<file path="src/hdl/rksk_pkg.sv">
// Shared types, constants and the microcode program of the RC4 key schedule block.
`timescale 1ns / 1ps

package rksk_pkg;

  localparam int unsigned SboxAw    = 8;
  localparam int unsigned SboxDepth = 256;
  localparam int unsigned KeyCntW   = 9;
  localparam int unsigned UpcW      = 4;

  typedef logic [UpcW-1:0] upc_t;

  // Microcode step addresses.
  localparam upc_t UP_IDLE     = 4'd0;
  localparam upc_t UP_KEY      = 4'd1;
  localparam upc_t UP_SCH_INIT = 4'd2;
  localparam upc_t UP_SCH_A    = 4'd3;
  localparam upc_t UP_SCH_B    = 4'd4;
  localparam upc_t UP_SCH_C    = 4'd5;
  localparam upc_t UP_SCH_D    = 4'd6;
  localparam upc_t UP_SCH_END  = 4'd7;
  localparam upc_t UP_DAT_A    = 4'd8;
  localparam upc_t UP_DAT_B    = 4'd9;
  localparam upc_t UP_DAT_C    = 4'd10;
  localparam upc_t UP_DAT_D    = 4'd11;

  typedef enum logic [2:0] {
    RD_NONE,
    RD_POS1,
    RD_POS1_SUM,
    RD_TMP_SUM,
    RD_N,
    RD_ACC_NEW
  } rd_sel_e;

  typedef enum logic [1:0] {
    WR_NONE,
    WR_N_RDATA,
    WR_ACC_TMP
  } wr_sel_e;

  typedef enum logic [2:0] {
    JC_NEXT,
    JC_ALWAYS,
    JC_DISPATCH,
    JC_NOT_LAST,
    JC_NOT_NLAST
  } jmp_e;

  typedef struct packed {
    rd_sel_e rd_sel;
    wr_sel_e wr_sel;
    logic    latch;
    logic    key_wr;
    logic    key_rd;
    logic    sch_init;
    logic    acc_ld;
    logic    tmp_ld;
    logic    n_adv;
    logic    fin;
    logic    out_ld;
    logic    wait_out;
    jmp_e    jmp;
    upc_t    target;
  } cw_t;

  typedef struct packed {
    logic key_last;
    logic n_last;
    logic out_busy;
  } dp_stat_t;

  // Control store: one control word per step.
  function automatic cw_t ucode(upc_t upc);
    cw_t cw;
    cw = '0;
    cw.rd_sel = RD_NONE;
    cw.wr_sel = WR_NONE;
    cw.jmp    = JC_NEXT;
    cw.target = UP_IDLE;
    case (upc)
      UP_IDLE: begin
        cw.latch = 1'b1;
        cw.jmp   = JC_DISPATCH;
      end
      UP_KEY: begin
        cw.key_wr = 1'b1;
        cw.jmp    = JC_NOT_LAST;
        cw.target = UP_IDLE;
      end
      UP_SCH_INIT: begin
        cw.sch_init = 1'b1;
      end
      UP_SCH_A: begin
        cw.rd_sel = RD_N;
        cw.key_rd = 1'b1;
      end
      UP_SCH_B: begin
        cw.acc_ld = 1'b1;
        cw.tmp_ld = 1'b1;
        cw.rd_sel = RD_ACC_NEW;
      end
      UP_SCH_C: begin
        cw.wr_sel = WR_N_RDATA;
      end
      UP_SCH_D: begin
        cw.wr_sel = WR_ACC_TMP;
        cw.n_adv  = 1'b1;
        cw.jmp    = JC_NOT_NLAST;
        cw.target = UP_SCH_A;
      end
      UP_SCH_END: begin
        cw.fin    = 1'b1;
        cw.jmp    = JC_ALWAYS;
        cw.target = UP_IDLE;
      end
      UP_DAT_A: begin
        cw.rd_sel = RD_POS1;
      end
      UP_DAT_B: begin
        cw.tmp_ld = 1'b1;
        cw.rd_sel = RD_POS1_SUM;
      end
      UP_DAT_C: begin
        cw.rd_sel = RD_TMP_SUM;
      end
      UP_DAT_D: begin
        cw.out_ld   = 1'b1;
        cw.wait_out = 1'b1;
        cw.jmp      = JC_ALWAYS;
        cw.target   = UP_IDLE;
      end
      default: begin
        cw.jmp    = JC_ALWAYS;
        cw.target = UP_IDLE;
      end
    endcase
    return cw;
  endfunction

endpackage

</file>
<file path="src/hdl/rksk_seq.sv">
// Microcode sequencer: step counter, control store lookup and conditional jumps.
`timescale 1ns / 1ps

module rksk_seq
  import rksk_pkg::*;
(
  input  logic     clk_i,
  input  logic     rst_ni,
  input  logic     in_valid_i,
  input  logic     in_op_i,
  input  dp_stat_t stat_i,
  output logic     in_ready_o,
  output cw_t      cw_o
);

  upc_t upc_q, upc_d;
  upc_t upc_inc;
  cw_t  cw;

  assign cw      = ucode(upc_q);
  assign cw_o    = cw;
  assign upc_inc = upc_q + upc_t'(1);

  assign in_ready_o = (upc_q == UP_IDLE);

  always_comb begin
    case (cw.jmp)
      JC_NEXT:      upc_d = upc_inc;
      JC_ALWAYS:    upc_d = cw.target;
      JC_DISPATCH:  upc_d = in_valid_i ? (in_op_i ? UP_DAT_A : UP_KEY) : upc_q;
      JC_NOT_LAST:  upc_d = stat_i.key_last ? upc_inc : cw.target;
      JC_NOT_NLAST: upc_d = stat_i.n_last ? upc_inc : cw.target;
      default:      upc_d = UP_IDLE;
    endcase
    // A step that delivers a result holds while the output register is still full.
    if (cw.wait_out && stat_i.out_busy) begin
      upc_d = upc_q;
    end
  end

  always_ff @(posedge clk_i or negedge rst_ni) begin
    if (!rst_ni) begin
      upc_q <= UP_IDLE;
    end else begin
      upc_q <= upc_d;
    end
  end

endmodule

</file>
<file path="config.mk">
export PLATFORM = sky130hd
export DESIGN_NAME = rksk_seq
export DESIGN_NICKNAME = d
export VERILOG_FILES = /design/src/hdl/rksk_pkg.sv /design/src/hdl/rksk_seq.sv
export SDC_FILE = /design/constraint.sdc
export NUM_CORES = 1
export LEC_CHECK = 0
export BUFFER_PORTS_ARGS = -buffer_cell sky130_fd_sc_hd__clkbuf_2
export CAP_MARGIN = 10
export CORE_MARGIN = 4
export CORE_UTILIZATION = 41
export CTS_BUF_LIST = sky130_fd_sc_hd__clkbuf_8
export DETAILED_ROUTE_END_ITERATION = 12
export PLACE_DENSITY_LB_ADDON = 0.3
export SKIP_CTS_REPAIR_TIMING = 1
export SLEW_MARGIN = 20
export SYNTH_ARGS = -nofsm -noshare
export SYNTH_HDL_FRONTEND = slang
export SYNTH_SLANG_ARGS = --single-unit
</file>
<file path="constraint.sdc">
create_clock -name clk_i -period 1.8 [get_ports clk_i]
set_clock_uncertainty 0.2 [all_clocks]
set_input_delay 0.27 -clock clk_i [delete_from_list [all_inputs] [get_ports clk_i]]
set_output_delay 0.27 -clock clk_i [all_outputs]
set_load 0.05 [all_outputs]
</file>
==> impl_metrics.tcl <==
set metrics [dict create \
    synthCells 75 \
    grt_overflow 0 \
    crit_family "flip-flops" \
    syn_area_sq_um 583.1 \
    pwr-share-seq_pct 7.3 \
    cp_max_fo 5 \
    clkTransAtPathRegs_ns 0.03 \
    slowest_stage "dfrtp_2" \
    end_kind "output pin" \
    outcome "finished with violations" \
    place_congestion 0.9039 \
    numClockSinks 4 \
    start_kind "register" \
    cts_buffers 3 \
    finalSetupViolCount 24 \
    drc 0 \
    largest_register_ffs 4 \
    intPower_w 0.001333 \
    violations "setup timing" \
    drt-total-wl_um 3205 \
    start_util_pct 44.25 \
    cts-root-buf "clkbuf_8" \
    drv_slew 0 \
    grt_usage_pct 15.61 \
    fin_crit_ns 2.059 \
    antenna_left 0 \
    setup_ws_ns -0.2589 \
    synth_seq_cells 4 \
    hold_violations 0 \
    slowest_delay_ns 0.44 \
    fmax_ghz 0.4857 \
    drv_cap 0 \
    area_growth_pct 118.7 \
    htreeDepth 1 \
    dpl_worst_slack_ns -0.2281 \
    power.density_nw_per_um2 2205 \
    ys_warn_count 0 \
    crit_path_cell_trace "buf_6 > ha_4 > inv_2 > a21oi_2 > o311ai_4 > buf_6" \
    top_register "upc_q" \
    mostFrequentLayoutCells "23 x buf_4, 14 x buf_6, 8 x buf_8" \
    clockPowerShare_pct 6.6 \
    clock_path_buffers 2 \
    rsz0062_at_grt "true" \
    synthArstFlopShare_pct 100.0 \
    reg_top3 "upc_q: 4 flops" \
    wl_per_cell_um 23.57 \
    path_buf_inv 3 \
    nets 134 \
    hold_class "in -> reg" \
    cp_data_arrival_time_ns 1.59 \
    drt_iter0_markers 21 \
    synth-main-ff-cell "dfrtp_1" \
    num_io_pins 30 \
    pwr-share-comb_pct 86.1 \
    r2r.worst_path.cells 7 \
    grt_pass1_vias 560 \
    synth_edf_count 0 \
    insertion_delay_ns 0.21 \
    layout-drive-gt1-share_pct 79.34 \
    via_count 795 \
    grt_antenna_before_repair 0 \
    crit_cells 6 \
    ys_seq_area_share_pct 17.17 \
    synth.distinct_cells 31 \
    rows 13 \
    die-area_sq_um 2089 \
    final_cells 136 \
    antenna_cells 0 \
    rrSetupSlack_ns -0.26 \
    ir_worst_vdd_mv 1.915 \
    period_share_pct 114.4 \
    die_h_um 45.71 \
    placed_area_sq_um 817.0 \
    mostFrequentLayoutCell "buf_4" \
    vias_per_cell 5.846 \
    path_common_cell "buf_6" \
    required_ns 1.33 \
    grt_first_pass_wirelength_um 2283 \
    critical_path_class "reg -> out" \
    switchingPower_w 0.001479 \
    portBuffers 27 \
    cts_tree "built" \
    die_w_um 45.71 \
    syn_avg_cell_area_sq_um 7.774 \
    firstDrtPassIters 4 \
    dp_cells 122 \
    final_area_sq_um 1275 \
    coreArea_sq_um 1318 \
    p_total_w 0.002812 \
    hpwl_um 1349 \
    grt_max_degree 12 \
    whs_ns 0.1346 \
    power.leakage_nw 0.6099 \
    switching_share_pct 52.60 \
    min_path_cells 2 \
]
layout make-up:
cell class	count	area [sq um]
multi-input combinational	52	549.3
sequential	4	105.1
tap	15	18.77
clock buffer	3	41.29
timing repair buffer	53	510.5
fill	22	42.54
inverter	9	50.05
metrics by stage:
| step | TNS (ns) | utilization [%] |
|---|---|---|
| detailed placement | -1.441 | 62.01 |
| CTS | -5.949 | 65.15 |
| floorplan | -0.9082 | - |
| global route | -4.343 | 96.77 |
| global placement | -0.8058 | 62.01 |
| finish | -3.250 | 96.77 |
synthesized netlist by cell type, types with 2 or more instances:
master,n,area (sq um)
a21oi_1,3,15.01
and2_1,5,31.28
buf_4,9,67.56
buf_6,2,22.52
dfrtp_1,4,100.1
ha_1,4,50.05
inv_1,9,33.78
nand2_1,8,30.03
nor2_1,3,11.26
nor2b_1,2,12.51
nor3_1,3,15.01
o21a_1,2,15.01
o21ai_0,2,10.01
o21ai_1,2,10.01
metal layers:
layer | global-route usage, % | routed length [um] | vias up
met5 | 0 | 0 | -
met4 | 13.07 | 89 | 0
met3 | 2.767 | 229 | 13
met2 | 27.30 | 1678 | 59
met1 | 15.71 | 1207 | 389
li1 | - | - | 334
worst register-to-register path: stages, from the launching register on:
cell and delay, ns:
dfrtp_2 0.44, buf_6 0.14, ha_4 0.18, nor3b_2 0.18, o21bai_1 0.11, a32oi_2 0.32, nor2_1 0.08, a311o_1 0.27
logic make-up (layout without fill, tap and decap cells):
| family | count (synthesis) | in the layout | share of synthesized area, % |
|---|---|---|---|
| simple gates | 29 | 29 | 30.69 |
| buf+inv | 20 | 65 | 21.24 |
| compound gates | 15 | 15 | 18.46 |
| fa+ha+maj | 4 | 4 | 8.584 |
| flops | 4 | 4 | 17.17 |
| other cells | 1 | 2 | 0.6432 |
| xor+xnor | 1 | 1 | 1.502 |
| mux | 1 | 1 | 1.717 |
power groups by stage:
stage | registers (W) | clock network, W | logic (W)
3_3_place_gp | 0.000182 | 0 | 0.00149
2_1_floorplan | 0.000149 | 0 | 0.00115
6_report | 0.000205 | 0.000186 | 0.00242
5_1_grt | 0.000206 | 0.000200 | 0.00250
4_1_cts | 0.000183 | 0.000197 | 0.00151
3_5_place_dp | 0.000184 | 0 | 0.00150
worst paths after layout:
check	from	to
max in group asynchronous	rst_ni	upc_q[2]
min	in_op_i	upc_q[3]
min reg2reg	upc_q[1]	upc_q[1]
max	upc_q[0]	cw_o[4]
max reg2reg	upc_q[0]	upc_q[3]
min in group asynchronous	rst_ni	upc_q[3]
Power figures use the tool's default switching activity.
