==> src/hdl/rksk_pkg.sv <==
// Shared types, constants and the microcode program of the RC4 key schedule block.
`timescale 1ns / 1ps

package rksk_pkg;

  localparam int unsigned SboxAw    = 8;
  localparam int unsigned SboxDepth = 256;
  localparam int unsigned KeyCntW   = 9;
  localparam int unsigned UpcW      = 4;

  typedef logic [UpcW-1:0] upc_t;

  // Microcode step addresses.
  localparam upc_t UP_IDLE     = 4'd0;
  localparam upc_t UP_KEY      = 4'd1;
  localparam upc_t UP_SCH_INIT = 4'd2;
  localparam upc_t UP_SCH_A    = 4'd3;
  localparam upc_t UP_SCH_B    = 4'd4;
  localparam upc_t UP_SCH_C    = 4'd5;
  localparam upc_t UP_SCH_D    = 4'd6;
  localparam upc_t UP_SCH_END  = 4'd7;
  localparam upc_t UP_DAT_A    = 4'd8;
  localparam upc_t UP_DAT_B    = 4'd9;
  localparam upc_t UP_DAT_C    = 4'd10;
  localparam upc_t UP_DAT_D    = 4'd11;

  typedef enum logic [2:0] {
    RD_NONE,
    RD_POS1,
    RD_POS1_SUM,
    RD_TMP_SUM,
    RD_N,
    RD_ACC_NEW
  } rd_sel_e;

  typedef enum logic [1:0] {
    WR_NONE,
    WR_N_RDATA,
    WR_ACC_TMP
  } wr_sel_e;

  typedef enum logic [2:0] {
    JC_NEXT,
    JC_ALWAYS,
    JC_DISPATCH,
    JC_NOT_LAST,
    JC_NOT_NLAST
  } jmp_e;

  typedef struct packed {
    rd_sel_e rd_sel;
    wr_sel_e wr_sel;
    logic    latch;
    logic    key_wr;
    logic    key_rd;
    logic    sch_init;
    logic    acc_ld;
    logic    tmp_ld;
    logic    n_adv;
    logic    fin;
    logic    out_ld;
    logic    wait_out;
    jmp_e    jmp;
    upc_t    target;
  } cw_t;

  typedef struct packed {
    logic key_last;
    logic n_last;
    logic out_busy;
  } dp_stat_t;

  // Control store: one control word per step.
  function automatic cw_t ucode(upc_t upc);
    cw_t cw;
    cw = '0;
    cw.rd_sel = RD_NONE;
    cw.wr_sel = WR_NONE;
    cw.jmp    = JC_NEXT;
    cw.target = UP_IDLE;
    case (upc)
      UP_IDLE: begin
        cw.latch = 1'b1;
        cw.jmp   = JC_DISPATCH;
      end
      UP_KEY: begin
        cw.key_wr = 1'b1;
        cw.jmp    = JC_NOT_LAST;
        cw.target = UP_IDLE;
      end
      UP_SCH_INIT: begin
        cw.sch_init = 1'b1;
      end
      UP_SCH_A: begin
        cw.rd_sel = RD_N;
        cw.key_rd = 1'b1;
      end
      UP_SCH_B: begin
        cw.acc_ld = 1'b1;
        cw.tmp_ld = 1'b1;
        cw.rd_sel = RD_ACC_NEW;
      end
      UP_SCH_C: begin
        cw.wr_sel = WR_N_RDATA;
      end
      UP_SCH_D: begin
        cw.wr_sel = WR_ACC_TMP;
        cw.n_adv  = 1'b1;
        cw.jmp    = JC_NOT_NLAST;
        cw.target = UP_SCH_A;
      end
      UP_SCH_END: begin
        cw.fin    = 1'b1;
        cw.jmp    = JC_ALWAYS;
        cw.target = UP_IDLE;
      end
      UP_DAT_A: begin
        cw.rd_sel = RD_POS1;
      end
      UP_DAT_B: begin
        cw.tmp_ld = 1'b1;
        cw.rd_sel = RD_POS1_SUM;
      end
      UP_DAT_C: begin
        cw.rd_sel = RD_TMP_SUM;
      end
      UP_DAT_D: begin
        cw.out_ld   = 1'b1;
        cw.wait_out = 1'b1;
        cw.jmp      = JC_ALWAYS;
        cw.target   = UP_IDLE;
      end
      default: begin
        cw.jmp    = JC_ALWAYS;
        cw.target = UP_IDLE;
      end
    endcase
    return cw;
  endfunction

endpackage

==> src/hdl/rksk_dp.sv <==
// Datapath: S-box memory with valid bits, key store, index registers and output register.
`timescale 1ns / 1ps

module rksk_dp
  import rksk_pkg::*;
#(
  parameter int unsigned MAX_KEY_BYTES = 256
) (
  input  logic       clk_i,
  input  logic       rst_ni,
  input  cw_t        cw_i,
  input  logic       in_valid_i,
  input  logic [7:0] in_byte_i,
  input  logic       in_last_i,
  input  logic       out_ready_i,
  output logic       out_valid_o,
  output logic [7:0] out_data_o,
  output dp_stat_t   stat_o
);

  localparam int unsigned KeyAw = (MAX_KEY_BYTES > 1) ? $clog2(MAX_KEY_BYTES) : 1;

  logic [7:0] sbox_mem [SboxDepth];
  logic [SboxDepth-1:0] sbox_vld_q;
  logic [7:0] key_mem [MAX_KEY_BYTES];

  logic [7:0]         byte_q;
  logic               last_q;
  logic [7:0]         pos_q;
  logic [7:0]         n_q;
  logic [7:0]         acc_q;
  logic [7:0]         tmp_q;
  logic [7:0]         kpos_q;
  logic [KeyCntW-1:0] key_cnt_q;
  logic [7:0]         key_rd_q;
  logic [7:0]         rdata_q;
  logic [7:0]         raddr_q;
  logic               rvld_q;
  logic               out_vld_q;
  logic [7:0]         out_data_q;

  logic [7:0]         sval;
  logic [7:0]         pos1;
  logic [7:0]         acc_new;
  logic               rd_en;
  logic [7:0]         rd_addr;
  logic               wr_en;
  logic [7:0]         wr_addr;
  logic [7:0]         wr_data;
  logic               out_busy;
  logic               can_store;
  logic [KeyCntW-1:0] kpos_inc;

  // An entry not written since reset or the start of the last schedule reads as its identity value.
  assign sval    = rvld_q ? rdata_q : raddr_q;
  assign pos1    = pos_q + 8'd1;
  assign acc_new = acc_q + sval + key_rd_q;

  assign out_busy  = out_vld_q && !out_ready_i;
  assign can_store = key_cnt_q < KeyCntW'(MAX_KEY_BYTES);
  assign kpos_inc  = {1'b0, kpos_q} + KeyCntW'(1);

  always_comb begin
    rd_en   = 1'b1;
    rd_addr = n_q;
    case (cw_i.rd_sel)
      RD_POS1:     rd_addr = pos1;
      RD_POS1_SUM: rd_addr = pos1 + sval;
      RD_TMP_SUM:  rd_addr = tmp_q + sval;
      RD_N:        rd_addr = n_q;
      RD_ACC_NEW:  rd_addr = acc_new;
      default:     rd_en   = 1'b0;
    endcase
  end

  always_comb begin
    wr_en   = 1'b1;
    wr_addr = n_q;
    wr_data = sval;
    case (cw_i.wr_sel)
      WR_N_RDATA: begin
        wr_addr = n_q;
        wr_data = sval;
      end
      WR_ACC_TMP: begin
        wr_addr = acc_q;
        wr_data = tmp_q;
      end
      default: wr_en = 1'b0;
    endcase
  end

  always_ff @(posedge clk_i) begin
    if (wr_en) begin
      sbox_mem[wr_addr] <= wr_data;
    end
    if (rd_en) begin
      rdata_q <= sbox_mem[rd_addr];
      raddr_q <= rd_addr;
    end
  end

  always_ff @(posedge clk_i) begin
    if (cw_i.key_wr && can_store) begin
      key_mem[key_cnt_q[KeyAw-1:0]] <= byte_q;
    end
    if (cw_i.key_rd) begin
      key_rd_q <= key_mem[kpos_q[KeyAw-1:0]];
    end
  end

  always_ff @(posedge clk_i) begin
    if (cw_i.latch && in_valid_i) begin
      byte_q <= in_byte_i;
      last_q <= in_last_i;
    end
    if (cw_i.tmp_ld) begin
      tmp_q <= sval;
    end
    if (out_vld_q == 1'b0 || out_ready_i) begin
      if (cw_i.out_ld) begin
        out_data_q <= byte_q ^ sval;
      end
    end
  end

  always_ff @(posedge clk_i or negedge rst_ni) begin
    if (!rst_ni) begin
      sbox_vld_q <= '0;
      rvld_q     <= 1'b0;
      pos_q      <= '0;
      n_q        <= '0;
      acc_q      <= '0;
      kpos_q     <= '0;
      key_cnt_q  <= '0;
      out_vld_q  <= 1'b0;
    end else begin
      if (cw_i.sch_init) begin
        sbox_vld_q <= '0;
      end else if (wr_en) begin
        sbox_vld_q[wr_addr] <= 1'b1;
      end
      if (rd_en) begin
        rvld_q <= sbox_vld_q[rd_addr];
      end
      if (cw_i.sch_init) begin
        n_q    <= '0;
        acc_q  <= '0;
        kpos_q <= '0;
      end
      if (cw_i.acc_ld) begin
        acc_q <= acc_new;
      end
      if (cw_i.n_adv) begin
        n_q <= n_q + 8'd1;
        // The key repeats with the length of the stored key.
        if (kpos_inc >= key_cnt_q) begin
          kpos_q <= '0;
        end else begin
          kpos_q <= kpos_inc[7:0];
        end
      end
      if (cw_i.key_wr && can_store) begin
        key_cnt_q <= key_cnt_q + KeyCntW'(1);
      end
      if (cw_i.fin) begin
        key_cnt_q <= '0;
        pos_q     <= '0;
      end
      if (cw_i.out_ld && !out_busy) begin
        out_vld_q <= 1'b1;
        pos_q     <= pos_q + 8'd1;
      end else if (out_vld_q && out_ready_i) begin
        out_vld_q <= 1'b0;
      end
    end
  end

  assign out_valid_o     = out_vld_q;
  assign out_data_o      = out_data_q;
  assign stat_o.key_last = last_q;
  assign stat_o.n_last   = (n_q == 8'(SboxDepth - 1));
  assign stat_o.out_busy = out_busy;

endmodule
==> config.mk <==
export PLATFORM = sky130hd
export DESIGN_NAME = rksk_dp
export DESIGN_NICKNAME = d
export VERILOG_FILES = /design/src/hdl/rksk_pkg.sv /design/src/hdl/rksk_dp.sv
export SDC_FILE = /design/constraint.sdc
export NUM_CORES = 2
export LEC_CHECK = 0
export ABC_AREA = 1
export BUFFER_PORTS_ARGS = -buffer_cell sky130_fd_sc_hd__clkbuf_2
export CAP_MARGIN = 20
export CORE_UTILIZATION = 55
export CTS_BUF_LIST = sky130_fd_sc_hd__clkbuf_8
export DETAILED_ROUTE_END_ITERATION = 6
export PLACE_DENSITY = 0.73
export REMOVE_ABC_BUFFERS = 1
export SYNTH_ARGS = -nofsm -noshare
export SYNTH_HDL_FRONTEND = slang
export SYNTH_SLANG_ARGS = --single-unit
export TNS_END_PERCENT = 30
==> constraint.sdc <==
create_clock -name clk_i -period 11.75 [get_ports clk_i]
set_input_delay 2.35 -clock clk_i [delete_from_list [all_inputs] [get_ports clk_i]]
set_output_delay 2.35 -clock clk_i [all_outputs]
set_load 0.02 [all_outputs]
==> run metrics <==
final setup margin 4.706 ns; reg2reg end rdata_q[0]$_DFFE_PP_; Critical path buffers and inverters 4; die height 575.6 um; Core Rows 210; crit share post-route 59.95%; Synth Cell Area 0.1810 mm2; Layout Skew 0.05734 ns; Syn Area/Cell 12.35 um2; CTS Buf Count 679; run status finished, violations left; flops & latches, synth 4444; largest net degree at the start of global routing 231; IO Count 47; post-CTS setup buffer count 0; DR WL/cell 24.22 um; Post-synth EDFFs 4145; Seq pwr share 44.6%; Reg2Reg Setup Slack 5.53 ns; crit path max-delay cell type nor3_2; hold depth 2; fin crit period 7.044 ns; final hold vios 0; Bufs on Longest Clock Path 4; worst endpoint required time 12.79 ns; fin area 0.1968 mm2; Worst Reg-to-Reg Cells 20; post-cts hold buffer count 0; Arr. time, crit path 8.08 ns; Sw Pwr 14.49 mW; kind of cell adding the most delay to the critical path simple AND/OR/NAND/NOR gates; sw frac 34.64%; fin. max-slew vios 0; critical path depth 19; internal power 27.34 mW; Post-synth ARST share 6.728%; via count 118855; core area 0.3274 mm2; pwr dens 212.6 mW/mm2; CTS root buf clkbuf_8; number of setup violations in the final report 0; Starting Density 55.28%; Logic pwr share 26.9%; first drt pass iteration count 7; Worst-path clk slew 0.07 ns; Peak VDD IR 0.0002274 V; share of layout cells above drive strength 1 8.159%; WS Path Type in2reg; failing checks design-rule violations; Worst-Margin Slew 1.255 ns; commonest register cell after synthesis edfxtp_1; synth warn 0; Clock power frac 28.5%; CP dominant cell by count nand3_1; Die ar. 0.3314 mm2; max-cap violations 0; Final Wtd Congestion 0.8772; Clock Latency Late Sink 1.22 ns; DRT antenna net count 0; relative slew slack 16.01%; Min-Delay Endpoint sbox_vld_q[43]$_DFFE_PN0P_; crit-path max FO 163; vias in the first global route 112771; drt total wl 469.9 mm; R2R Path Start rvld_q$_DFFE_PN0P_; Hold Crit Class reg2reg; Synth cell types 49; DR vias/cell 6.126; PostCTS Resize Cnt 0; Setup crit start kind primary input; global route overflow 0; post-DP HPWL 252.5 mm; post-place setup slack 3.665 ns; antenna violations before repair 15; crit end category register; Die W 575.6 um; register area share after synthesis 72.91%; fmax 142.0 MHz; P&R area growth vs syn 8.736%; number of port buffers 38; nets 14552; CTS H-Tree Depth 6; first-pass GRT wire length 697.5 mm; synthesized instance count 14651; TritonCTS clock tree done; GRT Resource Usage Total 27.70%; dpl cell area 0.1842 mm2; RSZ-0062 raised after global routing no; CP max stage delay 0.61 ns; DRC Markers 4; HP Start sbox_vld_q[43]$_DFFE_PN0P_; Leakage Power 65.81 nW; drt initial violations 15356; # clock sinks 4444; Cell Chain, Critical Path clkbuf_2, inv_2, nor3_2, o21ai_0, ha_1, fa_1, o21ai_0, nand3_1, nand2_8, inv_16, buf_12, o21ai_0, o211ai_1, nand3_1, nand3_1, nand3_1, nand3_1, nand3_1, nand2_1
==> logic make-up after synthesis <==
kind of cell / Yosys count / synth area share (%)
simple gates: 5314 / 12.36
flops: 4444 / 72.91
fa+ha+maj: 39 / 0.3069
xor+xnor: 23 / 0.1113
buf+inv: 1477 / 3.330
compound gates: 3348 / 10.94
mux: 6 / 0.03733
==> sequential cells by signal (all words and copies together), names as in the netlist, 9 cells and up <==
| name | count |
|---|---|
| key_cnt_q | 9 |
| key_mem | 2048 |
| sbox_mem | 2048 |
| sbox_vld_q | 256 |
==> final cells by class <==
class                      count  area [um2]
tap                         4346        5438
clock buffer                 735       10120
sequential                  4444      132000
fill                       25221      130600
timing repair buffer         205        1909
inverter                     418        1633
antenna                        6       15.01
clock inverter               518        2441
multi-input combinational   8730       43280
==> routing by layer <==
metal | GRT usage [%] | vias up | share of wire [%]
met3 | 5.347 | 1195 | 10
met5 | 0 | - | 0.013
met1 | 37.45 | 58067 | 38
met2 | 43.59 | 6360 | 47
li1 | - | 53223 | -
met4 | 13.13 | 10 | 4.9
==> per-stage QoR <==
stage | std cells | TNS (ns) | util [%] | total power [mW] | hold slack (ns)
2_1_floorplan | 13592 | -2316.56 | - | 27.23 | 0.4517
3_3_place_gp | 18141 | 0 | 56.26 | 29.75 | 0.4674
3_5_place_dp | 18143 | 0 | 56.27 | 30.00 | 0.4768
4_1_cts | 19396 | 0 | 60.11 | 41.71 | 0.4903
5_1_grt | 19399 | 0 | 60.11 | 43.41 | 0.4973
6_report | 19402 | 0 | 60.11 | 41.83 | 0.4842
==> cells in the mapped netlist (140+ instances only) <==
master	count	area share, %
nor2_1	2791	5.8
edfxtp_1	4145	69
o21ai_1	190	0.53
o21ai_0	1579	4.4
inv_1	401	0.83
dfrtp_1	299	4.1
buf_2	305	0.84
nand3_1	1052	2.9
o22ai_1	643	2.2
o211ai_1	872	3.6
clkbuf_1	672	1.4
nand2_1	1068	2.2
or2_1	140	0.48
==> power by group through the flow <==
stage / Clock, mW / Sequential [mW] / Combinational (mW)
floorplan: 0 / 19.8 / 7.40
global placement: 0 / 19.0 / 10.8
detailed placement: 0 / 19.0 / 11.0
CTS: 12.0 / 18.6 / 11.1
global route: 12.7 / 18.7 / 12.1
finish: 11.9 / 18.7 / 11.3
==> cell usage in the layout, fill, tap and decap left out, types with 7 or more instances in the layout <==
cell type   netlist  routed
a21oi_1          46      46
buf_12            0      34
buf_4            21     132
bufinv_16         0       7
clkbuf_2          0      36
clkbuf_8          0     735
clkinv_1          6     145
clkinv_2          0      60
clkinvlp_4        0      15
dfrtp_1         299     294
edfxtp_1       4145    4145
fa_1              9       9
ha_1             30      30
inv_1           401     664
inv_2             8      10
inv_6             0      17
inv_8             0      11
nand2_1        1068    1055
nand2_2           2       8
nand2_4           3       7
nand3_1        1052    1034
nand3_2           1      18
nand3b_1         77      77
nor2_1         2791    2791
nor3_1           18      18
o211ai_1        872     872
o21ai_0        1579    1576
o21ai_1         190     189
o22ai_1         643     643
or2_0            48      48
or2_1           140     140
or2_2            98      98
xnor2_1           7       7
xor2_1           16      16
==> worst max path at each step <==
stage / from / end / slack (ns)
after floorplan: kpos_q[0]$_DFFE_PN0P_ / kpos_q[2]$_DFFE_PN0P_ / -35.41
after global placement: cw_i[20] / rdata_q[0]$_DFFE_PP_ / 3.72
after detailed placement: cw_i[20] / rdata_q[0]$_DFFE_PP_ / 3.67
after CTS: cw_i[20] / rdata_q[0]$_DFFE_PP_ / 4.95
after global routing: cw_i[20] / rdata_q[0]$_DFFE_PP_ / 4.53
final: cw_i[20] / rdata_q[6]$_DFFE_PP_ / 4.71
==> tightest hold or removal path, stage by stage, from the launching register on <==
cell     delay, ns
dfrtp_1       0.33
nor2_1        0.05
nor2_1        0.07
No activity file was read; power rests on OpenSTA's default activity.
